===== src/rtl/scfh_pkg.sv =====
package scfh_pkg;

    localparam logic [7:0] CMD_QUERY    = 8'hFA;
    localparam logic [7:0] CMD_MOTOR    = 8'hF8;
    localparam logic [7:0] CMD_LAMPS    = 8'hF7;
    localparam logic [7:0] CMD_CHECK    = 8'hF1;
    localparam logic [7:0] CMD_SHUTDOWN = 8'hF2;
    localparam logic [7:0] CMD_RESET    = 8'hF3;

    localparam logic [7:0] CHECK_MASK   = 8'h7F;
    localparam logic [7:0] KEY_BYTE     = 8'h72;
    localparam logic [7:0] FILL_BYTE    = 8'hFF;
    localparam logic [7:0] FAULT_FLAG   = 8'h10;
    localparam logic [7:0] WARN_FLAG    = 8'h80;

    localparam logic [1:0] CODE_ZERO = 2'd0;
    localparam logic [1:0] CODE_ONE  = 2'd1;
    localparam logic [1:0] CODE_TWO  = 2'd2;
    localparam logic [1:0] CODE_KEEP = 2'd3;

    localparam int unsigned FRAME_LEN = 6;
    localparam logic [2:0]  LAST_IDX  = 3'(FRAME_LEN - 1);

    typedef struct packed {
        logic [7:0] frame_head;
        logic [7:0] frame_arg1;
        logic [7:0] frame_arg2;
        logic [7:0] frame_arg3;
        logic [7:0] frame_arg4;
        logic       gate1_sensor;
        logic       gate2_sensor;
    } t_in;

    typedef struct packed {
        logic [7:0]  reply_byte;
        logic        byte_valid;
        logic        frame_last;
        logic        shutdown_request;
        logic        reset_request;
        logic [15:0] status_word;
    } t_out;

    typedef struct packed {
        logic       motor_forward;
        logic       motor_backward;
        logic       gate1_enable;
        logic       gate2_enable;
        logic       xray_lamp;
        logic       warning_lamp;
        logic [1:0] self_check_faults;
    } t_state;

    typedef struct packed {
        logic [FRAME_LEN-1:0][7:0] bytes;
        logic                      silent;
        logic                      shutdown_request;
        logic                      reset_request;
        logic [15:0]               status_word;
    } t_frame;

endpackage


===== src/rtl/scfh_cmd_decode.sv =====
module scfh_cmd_decode (
    input  scfh_pkg::t_in    i_cmd,
    input  scfh_pkg::t_state i_state,
    output scfh_pkg::t_state o_state,
    output scfh_pkg::t_frame o_frame
);
    import scfh_pkg::*;

    t_state                    ns;
    logic [7:0]                d0;
    logic [7:0]                d1;
    logic [7:0]                d2;
    logic [7:0]                chk;
    logic [7:0]                lo;
    logic [7:0]                hi;
    logic                      s1;
    logic                      s2;
    logic                      silent;
    logic                      shut_req;
    logic                      rst_req;
    logic [FRAME_LEN-1:0][7:0] frame_bytes;

    assign s1 = i_cmd.gate1_sensor;
    assign s2 = i_cmd.gate2_sensor;

    always_comb begin
        ns = i_state;
        d0 = 8'h00;
        d1 = 8'h00;
        d2 = 8'h00;
        silent   = 1'b0;
        shut_req = 1'b0;
        rst_req  = 1'b0;
        case (i_cmd.frame_head)
            CMD_QUERY: begin
                d0 = {6'd0, i_state.motor_backward, i_state.motor_forward};
                d1 = {4'd0, s2, s1, i_state.gate2_enable, i_state.gate1_enable};
                d2 = {6'd0, i_state.warning_lamp, i_state.xray_lamp};
                if (i_state.self_check_faults != 2'd0) begin
                    d2 = d2 | FAULT_FLAG;
                end
            end
            CMD_MOTOR: begin
                case (i_cmd.frame_arg1[1:0])
                    CODE_ZERO: begin
                        ns.motor_forward  = 1'b0;
                        ns.motor_backward = 1'b0;
                        d0 = 8'd0;
                    end
                    CODE_ONE: begin
                        ns.motor_forward  = 1'b1;
                        ns.motor_backward = 1'b0;
                        d0 = 8'd1;
                    end
                    CODE_TWO: begin
                        ns.motor_forward  = 1'b0;
                        ns.motor_backward = 1'b1;
                        d0 = 8'd2;
                    end
                    default: begin
                        d0 = i_state.motor_forward ? 8'd1 :
                             (i_state.motor_backward ? 8'd2 : 8'd0);
                    end
                endcase
                case (i_cmd.frame_arg2[1:0])
                    CODE_ZERO: begin
                        ns.gate1_enable = 1'b0;
                        ns.gate2_enable = 1'b0;
                        d1 = 8'd0;
                    end
                    CODE_ONE: begin
                        ns.gate1_enable = 1'b1;
                        ns.gate2_enable = 1'b0;
                        d1 = 8'd1;
                    end
                    CODE_TWO: begin
                        ns.gate1_enable = 1'b0;
                        ns.gate2_enable = 1'b1;
                        d1 = 8'd2;
                    end
                    default: begin
                        d1 = {6'd0, i_state.gate2_enable, i_state.gate1_enable};
                    end
                endcase
            end
            CMD_LAMPS: begin
                case (i_cmd.frame_arg1[1:0])
                    CODE_ONE:  ns.xray_lamp = 1'b0;
                    CODE_KEEP: ns.xray_lamp = 1'b1;
                    default:   ns.xray_lamp = i_state.xray_lamp;
                endcase
                case (i_cmd.frame_arg2[1:0])
                    CODE_ONE:  ns.warning_lamp = 1'b0;
                    CODE_KEEP: ns.warning_lamp = 1'b1;
                    default:   ns.warning_lamp = i_state.warning_lamp;
                endcase
                d0 = {7'd0, ns.xray_lamp};
                d1 = {7'd0, ns.warning_lamp};
            end
            CMD_CHECK: begin
                ns.self_check_faults = {s2, s1};
                if (s1 || s2) begin
                    ns.warning_lamp   = 1'b1;
                    ns.motor_forward  = 1'b0;
                    ns.motor_backward = 1'b0;
                end
                ns.gate1_enable = 1'b0;
                ns.gate2_enable = 1'b0;
                d1 = {6'd0, s2, s1};
            end
            CMD_SHUTDOWN: begin
                shut_req = (i_cmd.frame_arg1 == 8'h00) &&
                           (i_cmd.frame_arg2 == 8'h00) &&
                           (i_cmd.frame_arg3 == 8'h00) &&
                           (i_cmd.frame_arg4 == KEY_BYTE);
                silent = 1'b1;
            end
            CMD_RESET: begin
                rst_req = (i_cmd.frame_arg1 == 8'h01) &&
                          (i_cmd.frame_arg2 == 8'h02) &&
                          (i_cmd.frame_arg3 == 8'h03) &&
                          (i_cmd.frame_arg4 == KEY_BYTE);
                silent = !rst_req;
            end
            default: begin
            end
        endcase
    end

    assign chk = (i_cmd.frame_head ^ d0 ^ d1 ^ d2) & CHECK_MASK;

    always_comb begin
        case (i_cmd.frame_head)
            CMD_RESET: begin
                frame_bytes = {FILL_BYTE, KEY_BYTE, 8'h03, 8'h02, 8'h01, CMD_RESET};
            end
            CMD_QUERY, CMD_MOTOR, CMD_LAMPS, CMD_CHECK: begin
                frame_bytes = {FILL_BYTE, chk, d2, d1, d0, i_cmd.frame_head};
            end
            default: begin
                frame_bytes = {FRAME_LEN{FILL_BYTE}};
            end
        endcase
    end

    assign lo = {ns.warning_lamp, ns.xray_lamp, s2, s1,
                 ns.gate2_enable, ns.gate1_enable, ns.motor_backward, ns.motor_forward};
    assign hi = ns.warning_lamp ? (WARN_FLAG | ~lo) : lo;

    assign o_frame = {frame_bytes, silent, shut_req, rst_req, hi, lo};
    assign o_state = ns;

endmodule


===== src/rtl/scanner_command_frame_handler.sv =====
// A command is decoded into the holding register r_pend at its transfer and moves on to
// the output register r_cur once it is free; reply bytes are offered from r_cur.
// Throughput: one reply byte per cycle unless the output stalls; a command yields six
// reply bytes, or one silent transfer for a shutdown or a rejected reset; a new command
// is taken whenever the holding register is empty or hands its frame on in that cycle.
// Synchronous active-low reset clears all control state and drops any frame in flight.
module scanner_command_frame_handler (
    input  logic             i_clk,
    input  logic             i_rst_n,
    input  logic             i_in_valid,
    output logic             o_in_stall,
    input  scfh_pkg::t_in    i_in_data,
    output logic             o_out_valid,
    input  logic             i_out_stall,
    output scfh_pkg::t_out   o_out_data
);
    import scfh_pkg::*;

    t_state     r_state;
    t_state     n_state;
    t_frame     n_frame;
    t_frame     r_pend;
    logic       r_pend_valid;
    t_frame     r_cur;
    logic       r_cur_valid;
    logic [2:0] r_idx;
    logic       in_fire;
    logic       out_fire;
    logic       is_last;
    logic       cur_free;

    scfh_cmd_decode u_decode (
        .i_cmd   (i_in_data),
        .i_state (r_state),
        .o_state (n_state),
        .o_frame (n_frame)
    );

    assign o_in_stall = r_pend_valid && !cur_free;
    assign in_fire    = i_in_valid && !o_in_stall;
    assign is_last    = r_cur.silent || (r_idx == LAST_IDX);
    assign out_fire   = r_cur_valid && !i_out_stall;
    assign cur_free   = !r_cur_valid || (out_fire && is_last);

    always_ff @(posedge i_clk) begin
        if (!i_rst_n) begin
            r_state      <= '0;
            r_pend_valid <= 1'b0;
            r_cur_valid  <= 1'b0;
            r_idx        <= 3'd0;
        end else begin
            if (in_fire) begin
                r_state <= n_state;
            end
            if (cur_free) begin
                r_cur_valid <= r_pend_valid;
                r_idx       <= 3'd0;
            end else if (out_fire) begin
                r_idx <= r_idx + 3'd1;
            end
            if (in_fire) begin
                r_pend_valid <= 1'b1;
            end else if (cur_free) begin
                r_pend_valid <= 1'b0;
            end
        end
    end

    always_ff @(posedge i_clk) begin
        if (in_fire) begin
            r_pend <= n_frame;
        end
        if (cur_free && r_pend_valid) begin
            r_cur <= r_pend;
        end
    end

    assign o_out_valid                 = r_cur_valid;
    assign o_out_data.reply_byte       = r_cur.silent ? 8'h00 : r_cur.bytes[r_idx];
    assign o_out_data.byte_valid       = !r_cur.silent;
    assign o_out_data.frame_last       = is_last;
    assign o_out_data.shutdown_request = r_cur.shutdown_request;
    assign o_out_data.reset_request    = r_cur.reset_request;
    assign o_out_data.status_word      = r_cur.status_word;

endmodule


===== config.mk =====
export PLATFORM = sky130hd
export DESIGN_NAME = scanner_command_frame_handler
export DESIGN_NICKNAME = d
export VERILOG_FILES = /design/src/rtl/scfh_pkg.sv /design/src/rtl/scfh_cmd_decode.sv /design/src/rtl/scanner_command_frame_handler.sv
export SDC_FILE = /design/constraint.sdc
export NUM_CORES = 1
export LEC_CHECK = 0
export ABC_AREA = 1
export ABC_CLOCK_PERIOD_IN_PS = 4990
export BUFFER_PORTS_ARGS = -buffer_cell sky130_fd_sc_hd__clkbuf_2
export CAP_MARGIN = 20
export CORE_MARGIN = 2
export CORE_UTILIZATION = 40
export DETAILED_ROUTE_END_ITERATION = 8
export GPL_ROUTABILITY_DRIVEN = 0
export GPL_TIMING_DRIVEN = 0
export SLEW_MARGIN = 20
export SYNTH_ARGS = -nofsm -noshare
export SYNTH_HDL_FRONTEND = slang
export SYNTH_SLANG_ARGS = --single-unit

===== constraint.sdc =====
create_clock -name i_clk -period 4.99 [get_ports i_clk]
set_input_delay 0.499 -clock i_clk [delete_from_list [all_inputs] [get_ports i_clk]]
set_output_delay 0.499 -clock i_clk [all_outputs]
set_load 0.05 [all_outputs]

==> results of run 1 <==
[state kept, by name, summed over array words and instances (netlist names)]
| signal | flops |
|---|---|
| r_pend | 41 |
| r_cur | 24 |
| o_out_data | 17 |
| r_state | 8 |
| r_idx | 3 |
| o_out_valid | 1 |
| r_pend_valid | 1 |
[Yosys cell counts, drive strengths merged, types with 2 or more instances]
cell type / count / share of area, %
a21oi: 21 / 2.6
a31oi: 2 / 0.29
buf: 21 / 3.9
clkbuf: 2 / 0.18
dfxtp: 13 / 6.1
edfxtp: 82 / 58
ha: 2 / 0.59
inv: 43 / 3.8
nand2: 76 / 8.4
nand3: 21 / 3.0
nand4: 5 / 0.73
nor2: 32 / 3.8
nor3: 4 / 0.73
nor4: 8 / 1.2
nor4b: 2 / 0.41
o21ai: 28 / 3.5
o22ai: 2 / 0.29
or2: 3 / 0.44
xnor2: 2 / 0.41
xor2: 6 / 1.2
[worst register-to-register path: stages, from the launching register on]
cell,delay (ns)
dfxtp_1,0.38
inv_1,0.12
ha_1,0.20
nand2_1,0.08
nand2_2,0.06
a21oi_2,0.25
nand2_2,0.11
nand2_2,0.13
inv_2,0.08
buf_6,0.25
o21ai_1,0.18
a21oi_1,0.06
[layout make-up]
class | count | area (um^2) | share of cell area [%]
Sequential cell | 95 | 2720 | 53.7
Clock inverter | 7 | 81.3 | 1.61
Buffer | 23 | 176 | 3.48
Timing Repair Buffer | 76 | 395 | 7.80
Inverter | 44 | 165 | 3.26
Multi-Input combinational cell | 222 | 1230 | 24.3
Clock buffer | 9 | 124 | 2.45
Tap cell | 136 | 170 | 3.36
[power by group]
part	internal (W)	switching, W	total, W
combinational	0.0000573	0.000129	0.000186
sequential	0.000909	0.0000143	0.000923
clock	0.000237	0.000270	0.000508
total	0.00120	0.000413	0.00162
[cell families after synthesis]
| logic type | count (synthesis) | synth area share, % |
|---|---|---|
| AND/OR/NAND/NOR | 152 | 18.8 |
| buffers and inverters | 67 | 7.99 |
| AO/OA/AOI/OAI | 56 | 7.20 |
| other | 1 | 0.0877 |
| flip-flops | 95 | 63.7 |
| XOR/XNOR | 8 | 1.64 |
| adder cells (fa/ha/maj) | 2 | 0.585 |
[per-layer routing]
layer | track usage [%] | up-vias | part of all wire [%]
met1 | 19.2 | 1361 | 45
met5 | 0 | - | 0
met3 | 3.75 | 8 | 6.5
met4 | 4.03 | 0 | 1.2
met2 | 24.0 | 90 | 47
li1 | - | 1474 | -
[through the flow]
stage	hold WS, ns	total power [W]	area [um^2]	cells
after CTS	0.395	0.00163	5070	612
after global placement	0.403	0.00112	4830	595
final	0.394	0.00162	5070	612
after floorplan	0.400	0.00107	4290	384
after global routing	0.387	0.00168	5070	612
after detailed placement	0.405	0.00113	4860	596
[worst max-delay path by stage]
stage	to	startpoint	slack [ns]
final	o_out_data[24]	r_idx[0]	2.43
after global routing	o_out_data[24]	r_idx[0]	2.22
after CTS	o_out_data[24]	r_idx[0]	2.42
after detailed placement	o_out_data[24]	r_idx[0]	2.83
after global placement	r_cur[24]	i_out_stall	1.12
after floorplan	o_out_data[0]	o_out_valid	1.74
==> impl_metrics.tcl, run 1 <==
set metrics [dict create \
    status "finished clean" \
    min_path_type "primary input to flop" \
    slowest_delay_ns 0.51 \
    numCtsBuffers 9 \
    crit_chain "clkinv_1, nand2_1, o211ai_1, o21ai_0, nand2_1, a21oi_1, clkbuf_2" \
    numClockSinks 95 \
    io_buffer_count 75 \
    dr.pass1.iters 4 \
    ys_seq_elements 95 \
    avgSynthCellArea_um2 11.2 \
    peakVddDrop_v 0.000175 \
    antenna_left 0 \
    top_level_ports 76 \
    ys_types 41 \
    rsz0062_at_grt "false" \
    grt_pass1_vias 2788 \
    antenna_found_initial 0 \
    post-place-ws_ns 2.83 \
    min_period_ns 2.56 \
    coreArea_mm2 0.0104 \
    overflow 0 \
    hold_violations 0 \
    grt_pass1_wl_mm 13.0 \
    reg2reg_to "r_state[5]" \
    finish.utilization_pct 48.9 \
    crit_buf_inv 2 \
    async_reset_ff_share_pct 0 \
    die_area_mm2 0.0115 \
    syn_inst 381 \
    finalSetupViolations 0 \
    final_common_cell "edfxtp_1" \
    clkTransAtPathRegs_ns 0.09 \
    max-cap-violations 0 \
    drt-initial-drc-count 175 \
    tns_ns 0 \
    cpLargestDelayFamily "buffers and inverters" \
    cts_buffer_depth 2 \
    worst_slack_ns 2.43 \
    start_kind "flop" \
    worstPathArrival_ns 2.06 \
    drc_errors 0 \
    vias 2933 \
    clk_latency_ns 0.36 \
    path_depth 7 \
    max_freq_ghz 0.391 \
    rr_startpoint "r_idx[1]" \
    layout_common_cells "82 x edfxtp_1, 75 x clkbuf_2, 59 x nand2_1" \
    die_x_um 107 \
    powerDensity_mw_per_mm2 319 \
    viasPerCell 4.79 \
    min_to "r_pend[5]" \
    area_delta_synth_final_pct 18.5 \
    synthFlopType "edfxtp_1" \
    drive_gt1_share_pct 33.2 \
    critical_path_class "flop to primary output" \
    postCtsHoldBufs 0 \
    cp-end-kind "primary output" \
    leakagePower_nw 2.00 \
    cts_root_buf "clkbuf_8" \
    r2r_slack_ns 2.97 \
    crit_slowest_cell "dfxtp_1" \
    ys_warn_count 0 \
    holdPathStages 1 \
    start_util_pct 41.2 \
    post_cts_buffers 0 \
    wl_per_cell_um 12.8 \
    grt_util_all_layers_pct 14.6 \
    clock_skew_ns 0.0113 \
    die_h_um 107 \
    synth_edf_count 82 \
    yosysSeqAreaShare_pct 63.7 \
    worst-path-max-fanout 10 \
    grt_max_degree 51 \
    routed_wl_mm 7.82 \
    layout.nets 519 \
    netlist_area_mm2 0.00428 \
    fillers 966 \
    finalMaxSlewViolations 0 \
    cts_resized 0 \
    reg2reg_depth 11 \
    cts_tree "done" \
    diodes 0 \
    period_share_pct 51.3 \
    dp_hpwl_mm 5.91 \
    rows 37 \
    htreeDepth 3 \
    crit_path_frequent_cell "nand2_1" \
    min_from "i_in_data[0]" \
    cp.required_ns 4.49 \
]
No activity file was read; power rests on OpenSTA's default activity.
==> run 2, diff against run 1 <==
--- a/config.mk
+++ b/config.mk
@@ -6,7 +6,7 @@
 export NUM_CORES = 1
 export LEC_CHECK = 0
 export ABC_AREA = 1
-export ABC_CLOCK_PERIOD_IN_PS = 4990
+export ABC_CLOCK_PERIOD_IN_PS = 2500
 export BUFFER_PORTS_ARGS = -buffer_cell sky130_fd_sc_hd__clkbuf_2
 export CAP_MARGIN = 20
 export CORE_MARGIN = 2
==> constraint.sdc (replaced) <==
create_clock -name i_clk -period 2.5 [get_ports i_clk]
set_input_delay 0.25 -clock i_clk [delete_from_list [all_inputs] [get_ports i_clk]]
set_output_delay 0.25 -clock i_clk [all_outputs]
set_load 0.05 [all_outputs]
==> run 2 against run 1 <==
Net effect: worst hold slack worse by 0.23 ns; global-route usage grew 0.19 points; sequential cell count stayed put; worst setup slack got worse by 2.2 ns; via count down 0.65%; sequential power is 99% higher; sequential share of layout area decreased by 0.22 points; register-to-register slack lost 2.5 ns; non-clock buffer count is the same; largest power group unchanged.
==> impl_metrics.tcl, run 2 (synthesis gave the netlist of run 1 again) <==
set metrics [dict create \
    status "finished clean" \
    postCtsHoldBufs 0 \
    fillers 953 \
    period_share_pct 92.3 \
    min_from "i_in_data[0]" \
    start_kind "flop" \
    rsz0062_at_grt "false" \
    antenna_left 0 \
    worst-path-max-fanout 10 \
    worstPathArrival_ns 2.06 \
    crit_chain "clkinv_1, nand2_1, o211ai_1, o21ai_0, nand2_1, a21oi_1, clkbuf_2" \
    largest_reg_flops 41 \
    overflow 0 \
    layout.nets 519 \
    grt_max_degree 51 \
    max_freq_ghz 0.433 \
    htreeDepth 3 \
    reg2reg_to "r_pend[51]" \
    crit_path_frequent_cell "nand2_1" \
    critical_path_class "flop to primary output" \
    leakagePower_nw 2.02 \
    cts_buffer_depth 2 \
    hold_violations 0 \
    holdPathStages 1 \
    viasPerCell 4.76 \
    top_level_ports 76 \
    layout_common_cells "82 x edfxtp_1, 75 x clkbuf_2, 59 x nand2_1" \
    rr_startpoint "r_idx[0]" \
    stdcell_area_mm2 0.00509 \
    min_to "r_pend[5]" \
    reg2reg_depth 8 \
    clock_skew_ns 0.0138 \
    powerDensity_mw_per_mm2 648 \
    top_register "r_pend" \
    finish.utilization_pct 49.1 \
    post_cts_buffers 0 \
    drt-initial-drc-count 143 \
    drc_errors 0 \
    finalMaxSlewViolations 0 \
    die_h_um 107 \
    cp.required_ns 2.25 \
    area_delta_synth_final_pct 19.0 \
    slowest_delay_ns 0.53 \
    clkTransAtPathRegs_ns 0.09 \
    wl_per_cell_um 12.9 \
    finalSetupViolations 0 \
    coreArea_mm2 0.0104 \
    cts_tree "done" \
    worst_pin_slew_ns 0.586 \
    vias 2914 \
    power.total_w 0.00330 \
    antenna_found_initial 0 \
    crit_buf_inv 2 \
    grt_pass1_wl_mm 13.2 \
    dp_cells 595 \
    cp-end-kind "primary output" \
    rows 37 \
    grt_pass1_vias 2821 \
    routed_wl_mm 7.91 \
    relSlewSlack_pct 60.8 \
    r2r_slack_ns 0.47 \
    cpLargestDelayFamily "buffers and inverters" \
    io_buffer_count 75 \
    start_util_pct 41.2 \
    diodes 0 \
    numCtsBuffers 9 \
    dr.pass1.iters 4 \
    dp_hpwl_mm 5.87 \
    cts_root_buf "clkbuf_8" \
    crit_slowest_cell "dfxtp_1" \
    die_area_mm2 0.0115 \
    drive_gt1_share_pct 33.2 \
    finalNonFillerCells 612 \
    tns_ns 0 \
    min_path_type "primary input to flop" \
    grt_util_all_layers_pct 14.8 \
    numClockSinks 95 \
    max-cap-violations 0 \
    min_period_ns 2.31 \
    clk_latency_ns 0.35 \
    die_x_um 107 \
    peakVddDrop_v 0.000252 \
    cts_resized 0 \
    final_common_cell "edfxtp_1" \
    place_area_mm2 0.00484 \
]
[run 2: cell types whose count changed in the layout (fill, tap and decap cells not counted)]
cell | previous run | this run
clkinv_2 | 0 | 2
inv_8 | 1 | 0
buf_12 | 1 | 0
buf_16 | 0 | 1
bufinv_16 | 1 | 2
clkinvlp_4 | 3 | 1
[run 2: worst max-delay path by stage]
| stage | start | end | slack [ns] | depth (start not counted) |
|---|---|---|---|---|
| finish | r_idx[0] | o_out_data[24] | 0.19 | 7 |
| global route | r_idx[0] | o_out_data[24] | 0.04 | 7 |
| CTS | r_idx[0] | o_out_data[24] | 0.18 | 7 |
| detailed placement | r_idx[0] | o_out_data[16] | 0.26 | 5 |
| global placement | r_idx[0] | o_out_data[17] | 0.30 | 5 |
| floorplan | r_cur[18] | o_out_data[27] | 0.35 | 3 |
[run 2: cell type report]
type,instances,area [um^2],share of cell area [%]
buffer,23,176,3.47
sequential,95,2720,53.5
timing repair buffer,76,403,7.92
clock inverter,7,95.1,1.87
clock buffer,9,124,2.43
inverter,44,165,3.25
multi-input combinational,222,1230,24.2
tap,136,170,3.34
[run 2: through the flow]
step,hold WS [ns],worst slack [ns]
after floorplan,0.349,0.353
after global routing,0.145,0.0386
after CTS,0.138,0.179
after global placement,0.402,0.301
after detailed placement,0.405,0.261
final,0.160,0.191
[run 2: metal layers]
layer / routed length, um / vias up / share of wire, % / GRT usage [%]
li1: - / 1468 / - / -
met1: 3640 / 1335 / 46 / 19.9
met2: 3740 / 104 / 47 / 23.7
met3: 440 / 7 / 5.6 / 3.15
met4: 89 / 0 / 1.1 / 5.31
met5: 0 / - / 0 / 0
[run 2: where the power goes]
part | total (W) | switching [W] | internal (W)
logic | 0.000373 | 0.000257 | 0.000116
registers | 0.00184 | 0.0000278 | 0.00181
clock network | 0.00108 | 0.000518 | 0.000565
